### src/rtl/tsl_pkg.sv
// Shared types and constants for the throttle safety limiter.
// No dependencies; used by tsl_rules, the top level and the checker.
package tsl_pkg;

    localparam int PCT_W      = 7;
    localparam int GEAR_W     = 2;
    localparam int MODE_W     = 2;
    localparam int CFG_IDX_W  = 3;
    localparam int CFG_DATA_W = 7;

    localparam logic [PCT_W-1:0] PCT_MAX   = 7'd100;
    localparam logic [PCT_W-1:0] ECO_RESET = 7'd60;
    localparam logic [PCT_W-1:0] REV_RESET = 7'd20;

    localparam logic [GEAR_W-1:0] GEAR_PARK    = 2'd0;
    localparam logic [GEAR_W-1:0] GEAR_REVERSE = 2'd1;
    localparam logic [GEAR_W-1:0] GEAR_NEUTRAL = 2'd2;
    localparam logic [GEAR_W-1:0] GEAR_DRIVE   = 2'd3;

    localparam logic [MODE_W-1:0] MODE_EFFICIENT = 2'd0;

    typedef enum logic [CFG_IDX_W-1:0] {
        REG_BRAKE_OVERRIDE_ON = 3'd0,
        REG_ECO_CAP           = 3'd1,
        REG_REVERSE_CAP       = 3'd2,
        REG_PARK_ZERO_EN      = 3'd3,
        REG_FLOOR_PCT         = 3'd4,
        REG_CEILING_PCT       = 3'd5,
        REG_MAX_STEP_PCT      = 3'd6
    } t_cfg_idx;

    typedef struct packed {
        logic             brake_override_on;
        logic [PCT_W-1:0] eco_cap;
        logic [PCT_W-1:0] reverse_cap;
        logic             park_zero_en;
        logic [PCT_W-1:0] floor_pct;
        logic [PCT_W-1:0] ceiling_pct;
        logic [PCT_W-1:0] max_step_pct;
    } t_cfg;

    typedef struct packed {
        logic [PCT_W-1:0]  pedal_pct;
        logic              brake_pressed;
        logic [GEAR_W-1:0] gear_sel;
        logic [MODE_W-1:0] drive_mode;
    } t_item;

    typedef struct packed {
        logic brake_override;
        logic zero_park_neutral;
        logic eco_cap;
        logic reverse_cap;
        logic floor;
        logic ceiling;
    } t_flags;

    typedef struct packed {
        logic [PCT_W-1:0]  throttle_pct;
        logic [GEAR_W-1:0] gear_out;
        logic [MODE_W-1:0] mode_out;
        logic              brake_out;
        t_flags            flags;
    } t_result;

    // Write-data saturation for the percent registers
    function automatic logic [PCT_W-1:0] sat_pct(input logic [CFG_DATA_W-1:0] v);
        logic [PCT_W-1:0] r;
        r = (v > PCT_MAX) ? PCT_MAX : v[PCT_W-1:0];
        return r;
    endfunction

endpackage

### src/rtl/tsl_rules.sv
// Combinational rule chain and slew limiter for one item.
// Depends on tsl_pkg.
module tsl_rules (
    input  tsl_pkg::t_cfg              i_cfg,
    input  tsl_pkg::t_item             i_item,
    input  logic [tsl_pkg::PCT_W-1:0]  i_last,
    output tsl_pkg::t_result           o_result
);

    logic [tsl_pkg::PCT_W-1:0] lo;
    logic [tsl_pkg::PCT_W-1:0] thr1, thr2, thr3, thr4, thr5, thr6;
    logic [tsl_pkg::PCT_W-1:0] diff_up, diff_dn, slewed;
    logic [tsl_pkg::PCT_W:0]   up_sum;
    tsl_pkg::t_flags           flags;

    always_comb begin
        lo = (i_cfg.floor_pct > i_cfg.ceiling_pct) ? i_cfg.ceiling_pct : i_cfg.floor_pct;

        flags.brake_override = i_cfg.brake_override_on & i_item.brake_pressed;
        thr1 = flags.brake_override ? '0 : i_item.pedal_pct;

        flags.zero_park_neutral = i_cfg.park_zero_en &
                                  ((i_item.gear_sel == tsl_pkg::GEAR_PARK) ||
                                   (i_item.gear_sel == tsl_pkg::GEAR_NEUTRAL));
        thr2 = flags.zero_park_neutral ? '0 : thr1;

        flags.eco_cap = (i_item.drive_mode == tsl_pkg::MODE_EFFICIENT) &&
                        (thr2 > i_cfg.eco_cap);
        thr3 = flags.eco_cap ? i_cfg.eco_cap : thr2;

        flags.reverse_cap = (i_item.gear_sel == tsl_pkg::GEAR_REVERSE) &&
                            (thr3 > i_cfg.reverse_cap);
        thr4 = flags.reverse_cap ? i_cfg.reverse_cap : thr3;

        flags.floor = thr4 < lo;
        thr5 = flags.floor ? lo : thr4;

        flags.ceiling = thr5 > i_cfg.ceiling_pct;
        thr6 = flags.ceiling ? i_cfg.ceiling_pct : thr5;

        // slew: step of zero passes the target straight through
        diff_up = thr6 - i_last;
        diff_dn = i_last - thr6;
        up_sum  = {1'b0, i_last} + {1'b0, i_cfg.max_step_pct};
        if (i_cfg.max_step_pct == '0) begin
            slewed = thr6;
        end else if (thr6 > i_last) begin
            slewed = (diff_up > i_cfg.max_step_pct) ? up_sum[tsl_pkg::PCT_W-1:0] : thr6;
        end else begin
            slewed = (diff_dn > i_cfg.max_step_pct) ? (i_last - i_cfg.max_step_pct) : thr6;
        end

        o_result.throttle_pct = slewed;
        o_result.gear_out     = i_item.gear_sel;
        o_result.mode_out     = i_item.drive_mode;
        o_result.brake_out    = i_item.brake_pressed;
        o_result.flags        = flags;
    end

endmodule

### src/rtl/throttle_safety_limiter.sv
// Throttle safety limiter: takes one pedal item per clock and returns one result item per input
// transfer (input register, then the rule chain and slew limiter in one
// pass into the output register). Throughput is one item per cycle while the output side keeps
// taking results; the feedback of the last throttle through that single pass sets the figure.
// Configuration writes take effect on the next edge and should be made while the block is idle.
// Depends on tsl_pkg and tsl_rules.
module throttle_safety_limiter (
    input  logic                                i_clk,
    input  logic                                i_rst_n,
    // configuration
    input  logic                                i_cfg_we,
    input  logic [tsl_pkg::CFG_IDX_W-1:0]       i_cfg_idx,
    input  logic [tsl_pkg::CFG_DATA_W-1:0]      i_cfg_data,
    // input channel
    input  logic                                i_in_valid,
    output logic                                o_in_ready,
    input  logic [tsl_pkg::PCT_W-1:0]           i_pedal_pct,
    input  logic                                i_brake_pressed,
    input  logic [tsl_pkg::GEAR_W-1:0]          i_gear_sel,
    input  logic [tsl_pkg::MODE_W-1:0]          i_drive_mode,
    // output channel
    output logic                                o_out_valid,
    input  logic                                i_out_ready,
    output logic [tsl_pkg::PCT_W-1:0]           o_throttle_pct,
    output logic [tsl_pkg::GEAR_W-1:0]          o_gear_out,
    output logic [tsl_pkg::MODE_W-1:0]          o_mode_out,
    output logic                                o_brake_out,
    output logic                                o_flag_brake_override,
    output logic                                o_flag_zero_park_neutral,
    output logic                                o_flag_eco_cap,
    output logic                                o_flag_reverse_cap,
    output logic                                o_flag_floor,
    output logic                                o_flag_ceiling
);

    tsl_pkg::t_cfg             r_cfg;
    tsl_pkg::t_item            r_item;
    logic                      r_in_valid;
    tsl_pkg::t_result          r_out;
    logic                      r_out_valid;
    logic [tsl_pkg::PCT_W-1:0] r_last;

    tsl_pkg::t_result          n_out;
    logic                      out_free;
    logic                      advance;
    logic                      in_xfer;

    assign out_free   = !r_out_valid || i_out_ready;
    assign advance    = r_in_valid && out_free;
    assign o_in_ready = !r_in_valid || out_free;
    assign in_xfer    = i_in_valid && o_in_ready;

    // configuration registers
    always_ff @(posedge i_clk) begin
        if (!i_rst_n) begin
            r_cfg.brake_override_on <= 1'b1;
            r_cfg.eco_cap           <= tsl_pkg::ECO_RESET;
            r_cfg.reverse_cap       <= tsl_pkg::REV_RESET;
            r_cfg.park_zero_en      <= 1'b0;
            r_cfg.floor_pct         <= '0;
            r_cfg.ceiling_pct       <= tsl_pkg::PCT_MAX;
            r_cfg.max_step_pct      <= '0;
        end else if (i_cfg_we) begin
            case (i_cfg_idx)
                tsl_pkg::REG_BRAKE_OVERRIDE_ON: r_cfg.brake_override_on <= i_cfg_data[0];
                tsl_pkg::REG_ECO_CAP:           r_cfg.eco_cap <= tsl_pkg::sat_pct(i_cfg_data);
                tsl_pkg::REG_REVERSE_CAP:
                    r_cfg.reverse_cap <= tsl_pkg::sat_pct(i_cfg_data);
                tsl_pkg::REG_PARK_ZERO_EN:      r_cfg.park_zero_en <= i_cfg_data[0];
                tsl_pkg::REG_FLOOR_PCT:
                    r_cfg.floor_pct <= tsl_pkg::sat_pct(i_cfg_data);
                tsl_pkg::REG_CEILING_PCT:
                    r_cfg.ceiling_pct <= tsl_pkg::sat_pct(i_cfg_data);
                tsl_pkg::REG_MAX_STEP_PCT:
                    r_cfg.max_step_pct <= tsl_pkg::sat_pct(i_cfg_data);
                default: ;
            endcase
        end
    end

    // input stage
    always_ff @(posedge i_clk) begin
        if (!i_rst_n) begin
            r_in_valid <= 1'b0;
        end else if (o_in_ready) begin
            r_in_valid <= i_in_valid;
        end
    end

    always_ff @(posedge i_clk) begin
        if (in_xfer) begin
            r_item.pedal_pct     <= i_pedal_pct;
            r_item.brake_pressed <= i_brake_pressed;
            r_item.gear_sel      <= i_gear_sel;
            r_item.drive_mode    <= i_drive_mode;
        end
    end

    tsl_rules u_rules (
        .i_cfg    (r_cfg),
        .i_item   (r_item),
        .i_last   (r_last),
        .o_result (n_out)
    );

    // output stage and slew history
    always_ff @(posedge i_clk) begin
        if (!i_rst_n) begin
            r_out_valid <= 1'b0;
            r_last      <= '0;
        end else begin
            if (out_free) begin
                r_out_valid <= r_in_valid;
            end
            if (advance) begin
                r_last <= n_out.throttle_pct;
            end
        end
    end

    always_ff @(posedge i_clk) begin
        if (advance) begin
            r_out <= n_out;
        end
    end

    assign o_out_valid              = r_out_valid;
    assign o_throttle_pct           = r_out.throttle_pct;
    assign o_gear_out               = r_out.gear_out;
    assign o_mode_out               = r_out.mode_out;
    assign o_brake_out              = r_out.brake_out;
    assign o_flag_brake_override    = r_out.flags.brake_override;
    assign o_flag_zero_park_neutral = r_out.flags.zero_park_neutral;
    assign o_flag_eco_cap           = r_out.flags.eco_cap;
    assign o_flag_reverse_cap       = r_out.flags.reverse_cap;
    assign o_flag_floor             = r_out.flags.floor;
    assign o_flag_ceiling           = r_out.flags.ceiling;

endmodule

### config.mk
export PLATFORM = sky130hd
export DESIGN_NAME = throttle_safety_limiter
export DESIGN_NICKNAME = d
export VERILOG_FILES = /design/src/rtl/tsl_pkg.sv /design/src/rtl/tsl_rules.sv /design/src/rtl/throttle_safety_limiter.sv
export SDC_FILE = /design/constraint.sdc
export NUM_CORES = 1
export LEC_CHECK = 0
export BUFFER_PORTS_ARGS = -buffer_cell sky130_fd_sc_hd__buf_4
export CORE_ASPECT_RATIO = 1.5
export CORE_MARGIN = 2
export CORE_UTILIZATION = 35
export CTS_BUF_LIST = sky130_fd_sc_hd__clkbuf_2 sky130_fd_sc_hd__clkbuf_4 sky130_fd_sc_hd__clkbuf_8
export CTS_CLUSTER_DIAMETER = 120
export CTS_CLUSTER_SIZE = 30
export DETAILED_ROUTE_END_ITERATION = 8
export PLACE_DENSITY = 0.58
export SYNTH_ARGS = -nofsm -noshare
export SYNTH_HDL_FRONTEND = slang
export SYNTH_HIERARCHICAL = 1
export SYNTH_SLANG_ARGS = --single-unit
### constraint.sdc
create_clock -name i_clk -period 28.9 [get_ports i_clk]
set_input_delay 4.335 -clock i_clk [delete_from_list [all_inputs] [get_ports i_clk]]
set_output_delay 4.335 -clock i_clk [all_outputs]
set_load 0.05 [all_outputs]
==> metrics.log, run 1 <==
INFO  metric synth_area_leaders = sky130_fd_sc_hd__dfxtp_1, sky130_fd_sc_hd__edfxtp_1, sky130_fd_sc_hd__ha_1, sky130_fd_sc_hd__mux2i_1, sky130_fd_sc_hd__inv_1
INFO  metric worst_ir_drop_vdd = 0.0000263 V
INFO  metric timing.hold.worst.class = flop to flop
INFO  metric antenna_left = 0
INFO  metric clkTransAtPathRegs = 80 ps
INFO  metric synthesis.area_per_instance = 9.63 um2
INFO  metric internal_power = 247 uW
INFO  metric highest_count_cells_in_the_layout_ignoring_fill_and_taps = sky130_fd_sc_hd__ha_1, sky130_fd_sc_hd__inv_1, sky130_fd_sc_hd__buf_4, sky130_fd_sc_hd__mux2i_1, sky130_fd_sc_hd__dfxtp_1
INFO  metric drt_pre_antenna_iters = 5
INFO  metric clk_path_buf_depth = 2
INFO  metric finalInstanceArea = 0.00635 mm2
INFO  metric power-per-cell-area = around 60 mW/mm2
INFO  metric most_common_library_cell_in_the_layout_ignoring_fill_and_taps = sky130_fd_sc_hd__ha_1
INFO  metric crit_required = 29150 ps
INFO  metric post_synth_net_total = between 600 and 700
INFO  metric timing.critical_path.arrival = 11460 ps
INFO  metric die_width = 108 um
INFO  metric yosysTopAreaCellShare = 16.3%
INFO  metric comb_power_share = 37.9%
INFO  metric drive_gt1_share = 14.0%
INFO  metric postCtsResizedCells = 0
INFO  metric synth_sequential_area_ratio = about a third
INFO  metric yosys.area.top_type = sky130_fd_sc_hd__dfxtp_1
INFO  metric nNetsFinal = between 700 and 800
INFO  metric syn_inst = 586
INFO  metric synth_enable_flop_cells = 30
INFO  metric post_cts_hold_buffer_count = 0
INFO  metric globalRoute.totalOverflow = 0
INFO  metric grt_antenna_before_repair = 0
INFO  metric worstSetupPathType = flop to flop
INFO  metric drc = 0
INFO  metric grt_max_degree = 55
INFO  metric wirelength = around 15 mm
INFO  metric gp_routability_congestion = 0.894
INFO  metric synth.ff_latch_count = 76
INFO  metric critical_path.max_fanout = 13
INFO  metric ios = 47
INFO  metric drt-initial-drc-count = 235
INFO  metric timing.clock.skew = 9.27 ps
INFO  metric power_frac_clock = 29.5%
INFO  metric detail_route.wl_per_cell = between 15 and 20 um
INFO  metric static_leakage = 2.68 nW
INFO  metric cpMaxStageDelayCell = sky130_fd_sc_hd__mux2i_1
INFO  metric result_of_the_run = complete, no violations
INFO  metric row_count = between 50 and 60
INFO  metric final_min_period_over_clock_period = 38.8%
INFO  metric seq_power_share = 32.6%
INFO  metric cts.sinks = 76
INFO  metric die_h = between 150 and 200 um
INFO  metric net_sw_power = 125 uW
INFO  metric clockRootBuffer = sky130_fd_sc_hd__clkbuf_8
INFO  metric syn_area = 0.00564 mm2
INFO  metric crit_top_cell = sky130_fd_sc_hd__ha_1
INFO  metric place_hpwl = about 12 mm
INFO  metric cts_post_setup_buffers_inserted = 0
INFO  metric finalHoldWorstSlack = 459 ps
INFO  metric first_global_vias = 4565
INFO  metric synth_warnings = 6
INFO  metric synthArstFlopShare = 0%
INFO  metric post_synth_num_cell_types = 63
INFO  metric antenna-diode-count = 0
INFO  metric io_buffer_count = 46
INFO  metric placed_cell_area = 0.00608 mm2
INFO  metric initial_utilization = between 30 and 40%
INFO  metric final_hold_viol_count = 0
INFO  metric timing.slew.headroom = 34.7%
INFO  metric power.switching_fraction = 33.7%
INFO  metric max_cap_viol_count = 0
INFO  metric critical_path.startpoint_type = flop
INFO  metric final-setup-viol-count = 0
INFO  metric timing.critical_path.slowest_cell_delay = 470 ps
INFO  metric rsz0062_at_grt = false
INFO  metric die_area = between 0.015 and 0.02 mm2
INFO  metric min_period = 11210 ps
INFO  metric setup-tns-final = 0 ps
INFO  metric maxSlewViolCount = 0
INFO  metric core_area = roughly 0.016 mm2
INFO  metric wire_length_of_the_first_global_routing_pass = approximately 24 mm
INFO  metric area_growth_syn_to_fin = 12.6%
INFO  metric dominant_synthesized_flop_cell = sky130_fd_sc_hd__dfxtp_1
INFO  metric global_route.usage.total = 18.2%
INFO  metric max_clock_freq = 89.2 MHz
INFO  metric cts.htree.levels = 3
INFO  metric via_count = 4467
INFO  metric clock_tree_from_tritoncts = built
INFO  metric worstSetupEndpointType = flop
INFO  metric routed_via_density = approximately 5.4
INFO  metric number_of_buffers_inserted_during_clock_tree_synthesis = 9
INFO  metric clkLatencyLatePin = 360 ps
INFO  metric worst_pin_slew = 965 ps
## flip-flops by register name (all words and copies together), names as in the netlist, 2 cells and up
name,flops
o_gear_out,2
o_mode_out,2
r_last,7
r_cfg,37
o_throttle_pct,7
r_item,12
## power groups by stage
stage	clock network [mW]	logic, mW	registers [mW]
after floorplan	0	0.0984	0.128
after global placement	0	0.137	0.124
after detailed placement	0	0.139	0.124
after CTS	0.113	0.140	0.121
after global routing	0.116	0.155	0.122
final	0.110	0.141	0.121
## final cells by class
class | count | area [um2]
clock buffers | 12 | 153
clock inverters | 4 | 120
fillers | 1586 | 9340
inverters | 62 | 233
multi-input cells | 419 | 3400
flip-flops and latches | 76 | 1820
well taps | 203 | 254
repair buffers | 49 | 368
## cells by family after synthesis
logic type,Yosys count,synth area share (%)
fa+ha+maj,76,17.4
xor+xnor,10,1.55
buf+inv,91,7.41
compound gates,139,16.9
simple gates,132,13.0
flops,76,32.3
mux,62,11.4
## stage by stage
stage	cells	power, mW	setup slack (ps)	utilization, %
finish	825	0.372	17690	40.5
floorplan	586	0.227	19140	-
global placement	809	0.261	18170	38.7
CTS	825	0.374	17820	40.5
detailed placement	809	0.263	17850	38.7
global route	825	0.394	16790	40.5
## synthesized netlist by cell type, types with 10 or more instances
cell                       instances
sky130_fd_sc_hd__mux2i_1          47
sky130_fd_sc_hd__dfxtp_1          46
sky130_fd_sc_hd__clkbuf_1         12
sky130_fd_sc_hd__a21oi_1          30
sky130_fd_sc_hd__nor2b_1          24
sky130_fd_sc_hd__and2_1           10
sky130_fd_sc_hd__o22ai_1          12
sky130_fd_sc_hd__ha_1             72
sky130_fd_sc_hd__a21o_1           10
sky130_fd_sc_hd__o21ai_0          22
sky130_fd_sc_hd__a21boi_0         11
sky130_fd_sc_hd__nand3_1          16
sky130_fd_sc_hd__nand2_1          33
sky130_fd_sc_hd__nor2_1           12
sky130_fd_sc_hd__inv_1            62
sky130_fd_sc_hd__edfxtp_1         30
sky130_fd_sc_hd__mux2_2           12
## worst max-delay path, delay by kind of cell, from the launching register on
family	cells	cell delay (ps)
flops	1	450
fa+ha+maj	7	1970
buf+inv	3	270
compound gates	22	5160
mux	3	1200
simple gates	11	1890
xor+xnor	1	140
## final timing paths
check | startpoint | end | slack (ps) | depth (start not counted)
max reg2reg | r_item[2]$_DFFE_PP_ | r_last[5]$_SDFFE_PN0P_ | 17690 | 47
min reg2reg | r_item[1]$_DFFE_PP_ | o_mode_out[1]$_DFFE_PP_ | 460 | 0
max | r_item[2]$_DFFE_PP_ | r_last[5]$_SDFFE_PN0P_ | 17690 | 47
min | r_item[1]$_DFFE_PP_ | o_mode_out[1]$_DFFE_PP_ | 460 | 0
## metal layers
layer | routed length [um] | global-route usage, %
met5 | 0 | 0
met4 | 939 | 10.9
met3 | 563 | 3.23
met2 | 8320 | 34.2
met1 | 5410 | 17.9
Power figures use the tool's default switching activity.
==> run 2, diff against run 1 <==
ABC_AREA = 1   (was default)
PLACE_DENSITY = 0.6   (was 0.58)
clock period = 9 ns   (was 28.9 ns; I/O delays follow)
==> metrics.log, run 2 <==
INFO  metric max_flop_register = r_cfg
INFO  metric comb_power_share = 50.7%
INFO  metric first_global_vias = 4812
INFO  metric finalInstanceArea = 0.00662 mm2
INFO  metric grt_antenna_before_repair = 0
INFO  metric final-setup-viol-count = 0
INFO  metric yosys.area_share.simple = 22.5%
INFO  metric cts.htree.levels = 3
INFO  metric drc = 0
INFO  metric crit_top_cell = sky130_fd_sc_hd__nand2_1
INFO  metric crit_required = between 9000 and 10000 ps
INFO  metric die_width = around 110 um
INFO  metric highest_count_cells_in_the_layout_ignoring_fill_and_taps = sky130_fd_sc_hd__nand2_1, sky130_fd_sc_hd__inv_1, sky130_fd_sc_hd__nor2_1, sky130_fd_sc_hd__ha_1, sky130_fd_sc_hd__a21oi_1
INFO  metric synth.top_cells.by_count = sky130_fd_sc_hd__nand2_1, sky130_fd_sc_hd__inv_1, sky130_fd_sc_hd__nor2_1
INFO  metric via_count = 4918
INFO  metric die_area = 0.0177 mm2
INFO  metric clock_tree_from_tritoncts = built
INFO  metric antenna_left = 0
INFO  metric power-per-cell-area = 213 mW/mm2
INFO  metric gp_routability_congestion = 0.906
INFO  metric worst_ir_drop_vdd = 0.000101 V
INFO  metric timing.critical_path.arrival = approximately 8600 ps
INFO  metric initial_utilization = roughly 36%
INFO  metric routed_via_density = 4.86
INFO  metric worst_pin_slew = 545 ps
INFO  metric maxSlewViolCount = 0
INFO  metric synthXorXnorAreaFrac = ~3.0%
INFO  metric ios = 47
INFO  metric place_hpwl = 12.2 mm
INFO  metric die_h = 162 um
INFO  metric number_of_flip_flops_in_the_largest_register = 37
INFO  metric antenna-diode-count = 0
INFO  metric synth_top_family_by_area = simple AND/OR/NAND/NOR gates
INFO  metric drt_pre_antenna_iters = 4
INFO  metric globalRoute.totalOverflow = 0
INFO  metric timing.clock.skew = 9.43 ps
INFO  metric timing.critical_path.slowest_cell_delay = 450 ps
INFO  metric synth_area_leaders = sky130_fd_sc_hd__dfxtp_1, sky130_fd_sc_hd__edfxtp_1, sky130_fd_sc_hd__ha_1, sky130_fd_sc_hd__nand2_1, sky130_fd_sc_hd__inv_1
INFO  metric cts.sinks = 76
INFO  metric timing.hold.worst.class = flop to flop
INFO  metric layout_setup_ws = approximately 700 ps
INFO  metric drive_gt1_share = 19.0%
INFO  metric placed_cell_area = 0.00627 mm2
INFO  metric wirelength = 14.9 mm
INFO  metric max_cap_viol_count = 0
INFO  metric seq_power_share = 28.5%
INFO  metric syn_area = ~0.0058 mm2
INFO  metric largest_regs = r_cfg (37), r_item (12)
INFO  metric critical_path.startpoint_type = flop
INFO  metric library_cell_with_the_highest_instance_count_after_synthesis = sky130_fd_sc_hd__nand2_1
INFO  metric critPathBufInv = 7
INFO  metric critical_path.max_fanout = 14
INFO  metric yosys.area.top_type = sky130_fd_sc_hd__dfxtp_1
INFO  metric final_min_period_over_clock_period = 92.4%
INFO  metric nNetsFinal = between 900 and 1000
INFO  metric power_frac_clock = between 20% and 30%
INFO  metric global_route.usage.total = 17.6%
INFO  metric power.switching_fraction = 42.8%
INFO  metric worstSetupPathType = flop to flop
INFO  metric synth_enable_flop_cells = 30
INFO  metric result_of_the_run = complete, no violations
INFO  metric io_buffer_count = 46
INFO  metric min_period = 8310 ps
INFO  metric crit_family = compound AO/OA/AOI/OAI gates
INFO  metric finalHoldWorstSlack = 445 ps
INFO  metric core_area = 0.0163 mm2
INFO  metric synth_adder_area_share = 16.9%
INFO  metric finalCoreUtilization = 40.7%
INFO  metric post_synth_num_cell_types = between 40 and 50
INFO  metric report.power.total = 1.41 mW
INFO  metric synth_sequential_area_ratio = 31.3%
INFO  metric static_leakage = about 3.2 nW
INFO  metric placement.setup.worst_slack = approximately 73 ps
INFO  metric clkTransAtPathRegs = 90 ps
INFO  metric clk_path_buf_depth = 2
INFO  metric drt-initial-drc-count = 144
INFO  metric area_growth_syn_to_fin = 13.9%
INFO  metric number_of_buffers_inserted_during_clock_tree_synthesis = 9
INFO  metric dominant_synthesized_flop_cell = sky130_fd_sc_hd__dfxtp_1
INFO  metric grt_max_degree = 38
INFO  metric row_count = between 50 and 60
INFO  metric detail_route.wl_per_cell = about 15 um
INFO  metric syn_inst = 758
INFO  metric synth.ff_latch_count = between 70 and 80
INFO  metric synth.mux.area_fraction = 0%
INFO  metric clkLatencyLatePin = around 370 ps
INFO  metric internal_power = 806 uW
INFO  metric synthesis.area_per_instance = 7.67 um2
INFO  metric cpMaxStageDelayCell = sky130_fd_sc_hd__edfxtp_1
INFO  metric net_sw_power = between 600 and 700 uW
INFO  metric synth_compound_gate_area_share = 16.3%
INFO  metric timing.slew.headroom = 63.6%
INFO  metric synth_warnings = 6
INFO  metric wire_length_of_the_first_global_routing_pass = 23.6 mm
INFO  metric most_common_library_cell_in_the_layout_ignoring_fill_and_taps = sky130_fd_sc_hd__nand2_1
INFO  metric post_synth_net_total = about 860
INFO  metric max_clock_freq = ~120 MHz
INFO  metric clockRootBuffer = sky130_fd_sc_hd__clkbuf_8
INFO  metric worstSetupEndpointType = flop
INFO  metric synthArstFlopShare = 0%
INFO  metric final_hold_viol_count = 0
INFO  metric yosysTopAreaCellShare = 15.8%
-- run 2: worst paths after layout --
path / end / cells after the start / start / slack [ps]
setup / recovery: r_last[4]$_SDFFE_PN0P_ / 54 / r_item[2]$_DFFE_PP_ / 690
hold / removal: o_mode_out[0]$_DFFE_PP_ / 0 / r_item[0]$_DFFE_PP_ / 440
setup reg to reg: r_last[4]$_SDFFE_PN0P_ / 54 / r_item[2]$_DFFE_PP_ / 690
hold reg to reg: o_mode_out[0]$_DFFE_PP_ / 0 / r_item[0]$_DFFE_PP_ / 440
-- run 2: power by group through the flow --
stage	clock network [mW]	logic, mW	registers, mW
after floorplan	0	0.491	0.433
after global placement	0	0.673	0.411
after detailed placement	0	0.673	0.411
after CTS	0.301	0.676	0.403
after global routing	0.312	0.803	0.406
final	0.292	0.715	0.402
-- run 2: worst register-to-register path: cells and delay by family (launching register included) --
family / cells / cell delay [ps]
fa+ha+maj: 6 / 1760
simple gates: 24 / 2430
flops: 1 / 450
buf+inv: 7 / 830
compound gates: 16 / 2590
xor+xnor: 1 / 170
-- run 2: timing repair --
item	CTS	global route
hold endpoints to repair	0	0
hold buffers	0	0
setup endpoints to repair	0	14
resized for setup	0	29
setup buffers	0	4
-- run 2: kinds of logic (layout without fill, tap and decap cells) --
family / Yosys count / count (layout)
and+or+nand+nor: 294 / 295
adders and majority gates: 76 / 76
xor gates and xnor gates: 20 / 20
AOI/OAI and AO/OA: 159 / 159
DFF: 76 / 76
buffers and inverters: 133 / 180
-- run 2: final cells by class --
type | count | area (um2)
clock buffers | 10 | 131
multi-input cells | 550 | 3500
flip-flops and latches | 76 | 1820
fillers | 1730 | 9640
well taps | 206 | 258
clock inverters | 6 | 88.8
inverters | 111 | 420
repair buffers | 53 | 398
-- run 2: layer usage --
layer  global-route usage [%]  up-vias  share of wire (%)
met5                        0        -                  0
met4                     8.57        0                4.4
met3                     2.85       41                2.4
met2                     34.6       76                 57
met1                     17.2     2221                 36
li1                         -     2580                  -
-- run 2: through the flow --
step,setup TNS [ps],instances
2_1_floorplan,0,758
3_3_place_gp,0,991
3_5_place_dp,0,991
4_1_cts,0,1007
5_1_grt,-39.8,1012
6_report,0,1012
==> run 3, diff against run 2 <==
PLACE_DENSITY = 0.58   (was 0.6)
clock period = 10.6 ns   (was 9 ns; I/O delays follow)
==> metrics.log, run 3 (synthesized netlist as in run 2, its figures left out) <==
INFO  metric max_cap_viol_count = 0
INFO  metric globalRoute.totalOverflow = 0
INFO  metric post_cts_hold_buffer_count = 0
INFO  metric highest_count_cells_in_the_layout_ignoring_fill_and_taps = sky130_fd_sc_hd__nand2_1, sky130_fd_sc_hd__inv_1, sky130_fd_sc_hd__nor2_1, sky130_fd_sc_hd__ha_1, sky130_fd_sc_hd__a21oi_1
INFO  metric wirelength = 14.6 mm
INFO  metric die_width = 109 um
INFO  metric crit_required = 10860 ps
INFO  metric area_growth_syn_to_fin = 11.1%
INFO  metric timing.critical_path.arrival = 9350 ps
INFO  metric first_global_vias = 4839
INFO  metric result_of_the_run = complete, no violations
INFO  metric final_hold_viol_count = 0
INFO  metric largest_regs = r_cfg (37), r_item (12)
INFO  metric antenna_left = 0
INFO  metric comb_power_share = 49.9%
INFO  metric placed_cell_area = about 0.0063 mm2
INFO  metric static_leakage = roughly 3.2 nW
INFO  metric global_route.usage.total = 17.7%
INFO  metric clockRootBuffer = sky130_fd_sc_hd__clkbuf_8
INFO  metric ff_latch_area = 0.00182 mm2
INFO  metric drt_pre_antenna_iters = 4
INFO  metric timing.hold.worst.class = flop to flop
INFO  metric clkLatencyLatePin = 360 ps
INFO  metric routed_via_density = 4.79
INFO  metric critical_path.max_fanout = 14
INFO  metric fillerInstances = 1752
INFO  metric setup-tns-final = 0 ps
INFO  metric row_count = 57
INFO  metric endpoint = r_last[0]$_SDFFE_PN0P_
INFO  metric worst_ir_drop_vdd = 0.000125 V
INFO  metric final-setup-viol-count = 0
INFO  metric power_frac_clock = 20.2%
INFO  metric detail_route.wl_per_cell = 14.5 um
INFO  metric placement.setup.worst_slack = around 1500 ps
INFO  metric power.switching_fraction = 43.1%
INFO  metric min_period = 9100 ps
INFO  metric multi_input_area = 0.00341 mm2
INFO  metric maxSlewViolCount = 0
INFO  metric max_flop_register = r_cfg
INFO  metric rsz0062_at_grt = false
INFO  metric via_count = 4807
INFO  metric worstSetupEndpointType = flop
INFO  metric cpMaxStageDelayCell = sky130_fd_sc_hd__ha_1
INFO  metric seq_power_share = 29.9%
INFO  metric wire_length_of_the_first_global_routing_pass = 23.9 mm
INFO  metric most_common_library_cell_in_the_layout_ignoring_fill_and_taps = sky130_fd_sc_hd__nand2_1
INFO  metric number_of_buffers_inserted_during_clock_tree_synthesis = 9
INFO  metric setup.worst_path.start = r_item[2]$_DFFE_PP_
INFO  metric finalInstanceArea = 0.00645 mm2
INFO  metric postCtsResizedCells = 0
INFO  metric internal_power = 650 uW
INFO  metric timing.clock.skew = between 8 and 9 ps
INFO  metric nNetsFinal = 896
INFO  metric clock_tree_from_tritoncts = built
INFO  metric holdCritStartpoint = r_item[0]$_DFFE_PP_
INFO  metric worst_r2r_startpoint = r_item[2]$_DFFE_PP_
INFO  metric worstSetupPathType = flop to flop
INFO  metric final_min_period_over_clock_period = 85.8%
INFO  metric timing.critical_path.slowest_cell_delay = 440 ps
INFO  metric timing.slew.headroom = between 60% and 70%
INFO  metric die_h = 162 um
INFO  metric r2r_setup_slack = 1500 ps
INFO  metric finalHoldWorstSlack = approximately 450 ps
INFO  metric max_clock_freq = 110 MHz
INFO  metric number_of_flip_flops_in_the_largest_register = 37
INFO  metric drc = 0
INFO  metric cts_post_setup_buffers_inserted = 0
INFO  metric net_sw_power = slightly below 500 uW
INFO  metric endpoint_of_the_worst_slack_reg_to_reg_timing_path = r_last[0]$_SDFFE_PN0P_
INFO  metric initial_utilization = 35.7%
INFO  metric grt_antenna_before_repair = 0
INFO  metric finalCoreUtilization = 39.7%
INFO  metric cts.htree.levels = 3
INFO  metric crit_top_cell = sky130_fd_sc_hd__nand2_1
INFO  metric cts.sinks = 76
INFO  metric critical_path.startpoint_type = flop
INFO  metric layout_setup_ws = around 1500 ps
INFO  metric core_area = ~0.016 mm2
INFO  metric gp_routability_congestion = 0.857
INFO  metric io_buffer_count = 46
INFO  metric ios = 47
INFO  metric clk_path_buf_depth = 2
INFO  metric power-per-cell-area = ~180 mW/mm2
INFO  metric worst_r2r_path_depth = 52
INFO  metric drt-initial-drc-count = 248
INFO  metric antenna-diode-count = 0
INFO  metric worst_pin_slew = 595 ps
INFO  metric place_hpwl = 11.9 mm
INFO  metric die_area = around 0.018 mm2
INFO  metric drive_gt1_share = 16.4%
INFO  metric grt_max_degree = 38
INFO  metric clkTransAtPathRegs = 80 ps
-- run 3: layout make-up --
type                       count  share of cell area, %
tap                          206                   3.99
timing repair buffer          46                   5.35
sequential                    76                   28.2
inverter                     111                   6.51
clock inverter                 5                  0.911
clock buffer                  11                   2.25
multi-input combinational    549                   52.8
-- run 3: power by group through the flow --
stage | clock network (mW) | logic, mW | registers [mW]
floorplan | 0 | 0.417 | 0.367
global placement | 0 | 0.566 | 0.348
detailed placement | 0 | 0.567 | 0.349
CTS | 0.242 | 0.571 | 0.342
global route | 0.252 | 0.655 | 0.344
finish | 0.231 | 0.570 | 0.341
-- run 3: worst min path at each step --
stage | end | slack, ps | cells after the start
after floorplan | r_cfg[21]$_SDFFE_PN0P_ | 420 | 2
after global placement | o_mode_out[1]$_DFFE_PP_ | 430 | 0
after detailed placement | o_mode_out[1]$_DFFE_PP_ | 430 | 0
after CTS | o_mode_out[1]$_DFFE_PP_ | 450 | 0
after global routing | o_mode_out[0]$_DFFE_PP_ | 460 | 0
final | o_mode_out[0]$_DFFE_PP_ | 450 | 0
-- run 3: metal layers --
metal,track usage (%),share of wire [%]
met3,2.45,2.9
met4,8.80,4.2
met1,18.4,38
met2,33.8,55
met5,0,0
-- run 3: stage by stage --
stage,cells,power [mW]
after floorplan,758,0.784
after global placement,988,0.914
after detailed placement,988,0.916
after CTS,1004,1.15
after global routing,1004,1.25
final,1004,1.14
-- run 3: critical path, delay by kind of cell, from the launching register on --
kind / cells / cell delay (ps)
AOI/OAI and AO/OA: 15 / 2730
xor gates and xnor gates: 1 / 130
adders and majority gates: 6 / 1910
buffers and inverters: 4 / 240
DFF: 1 / 430
and+or+nand+nor: 26 / 3540
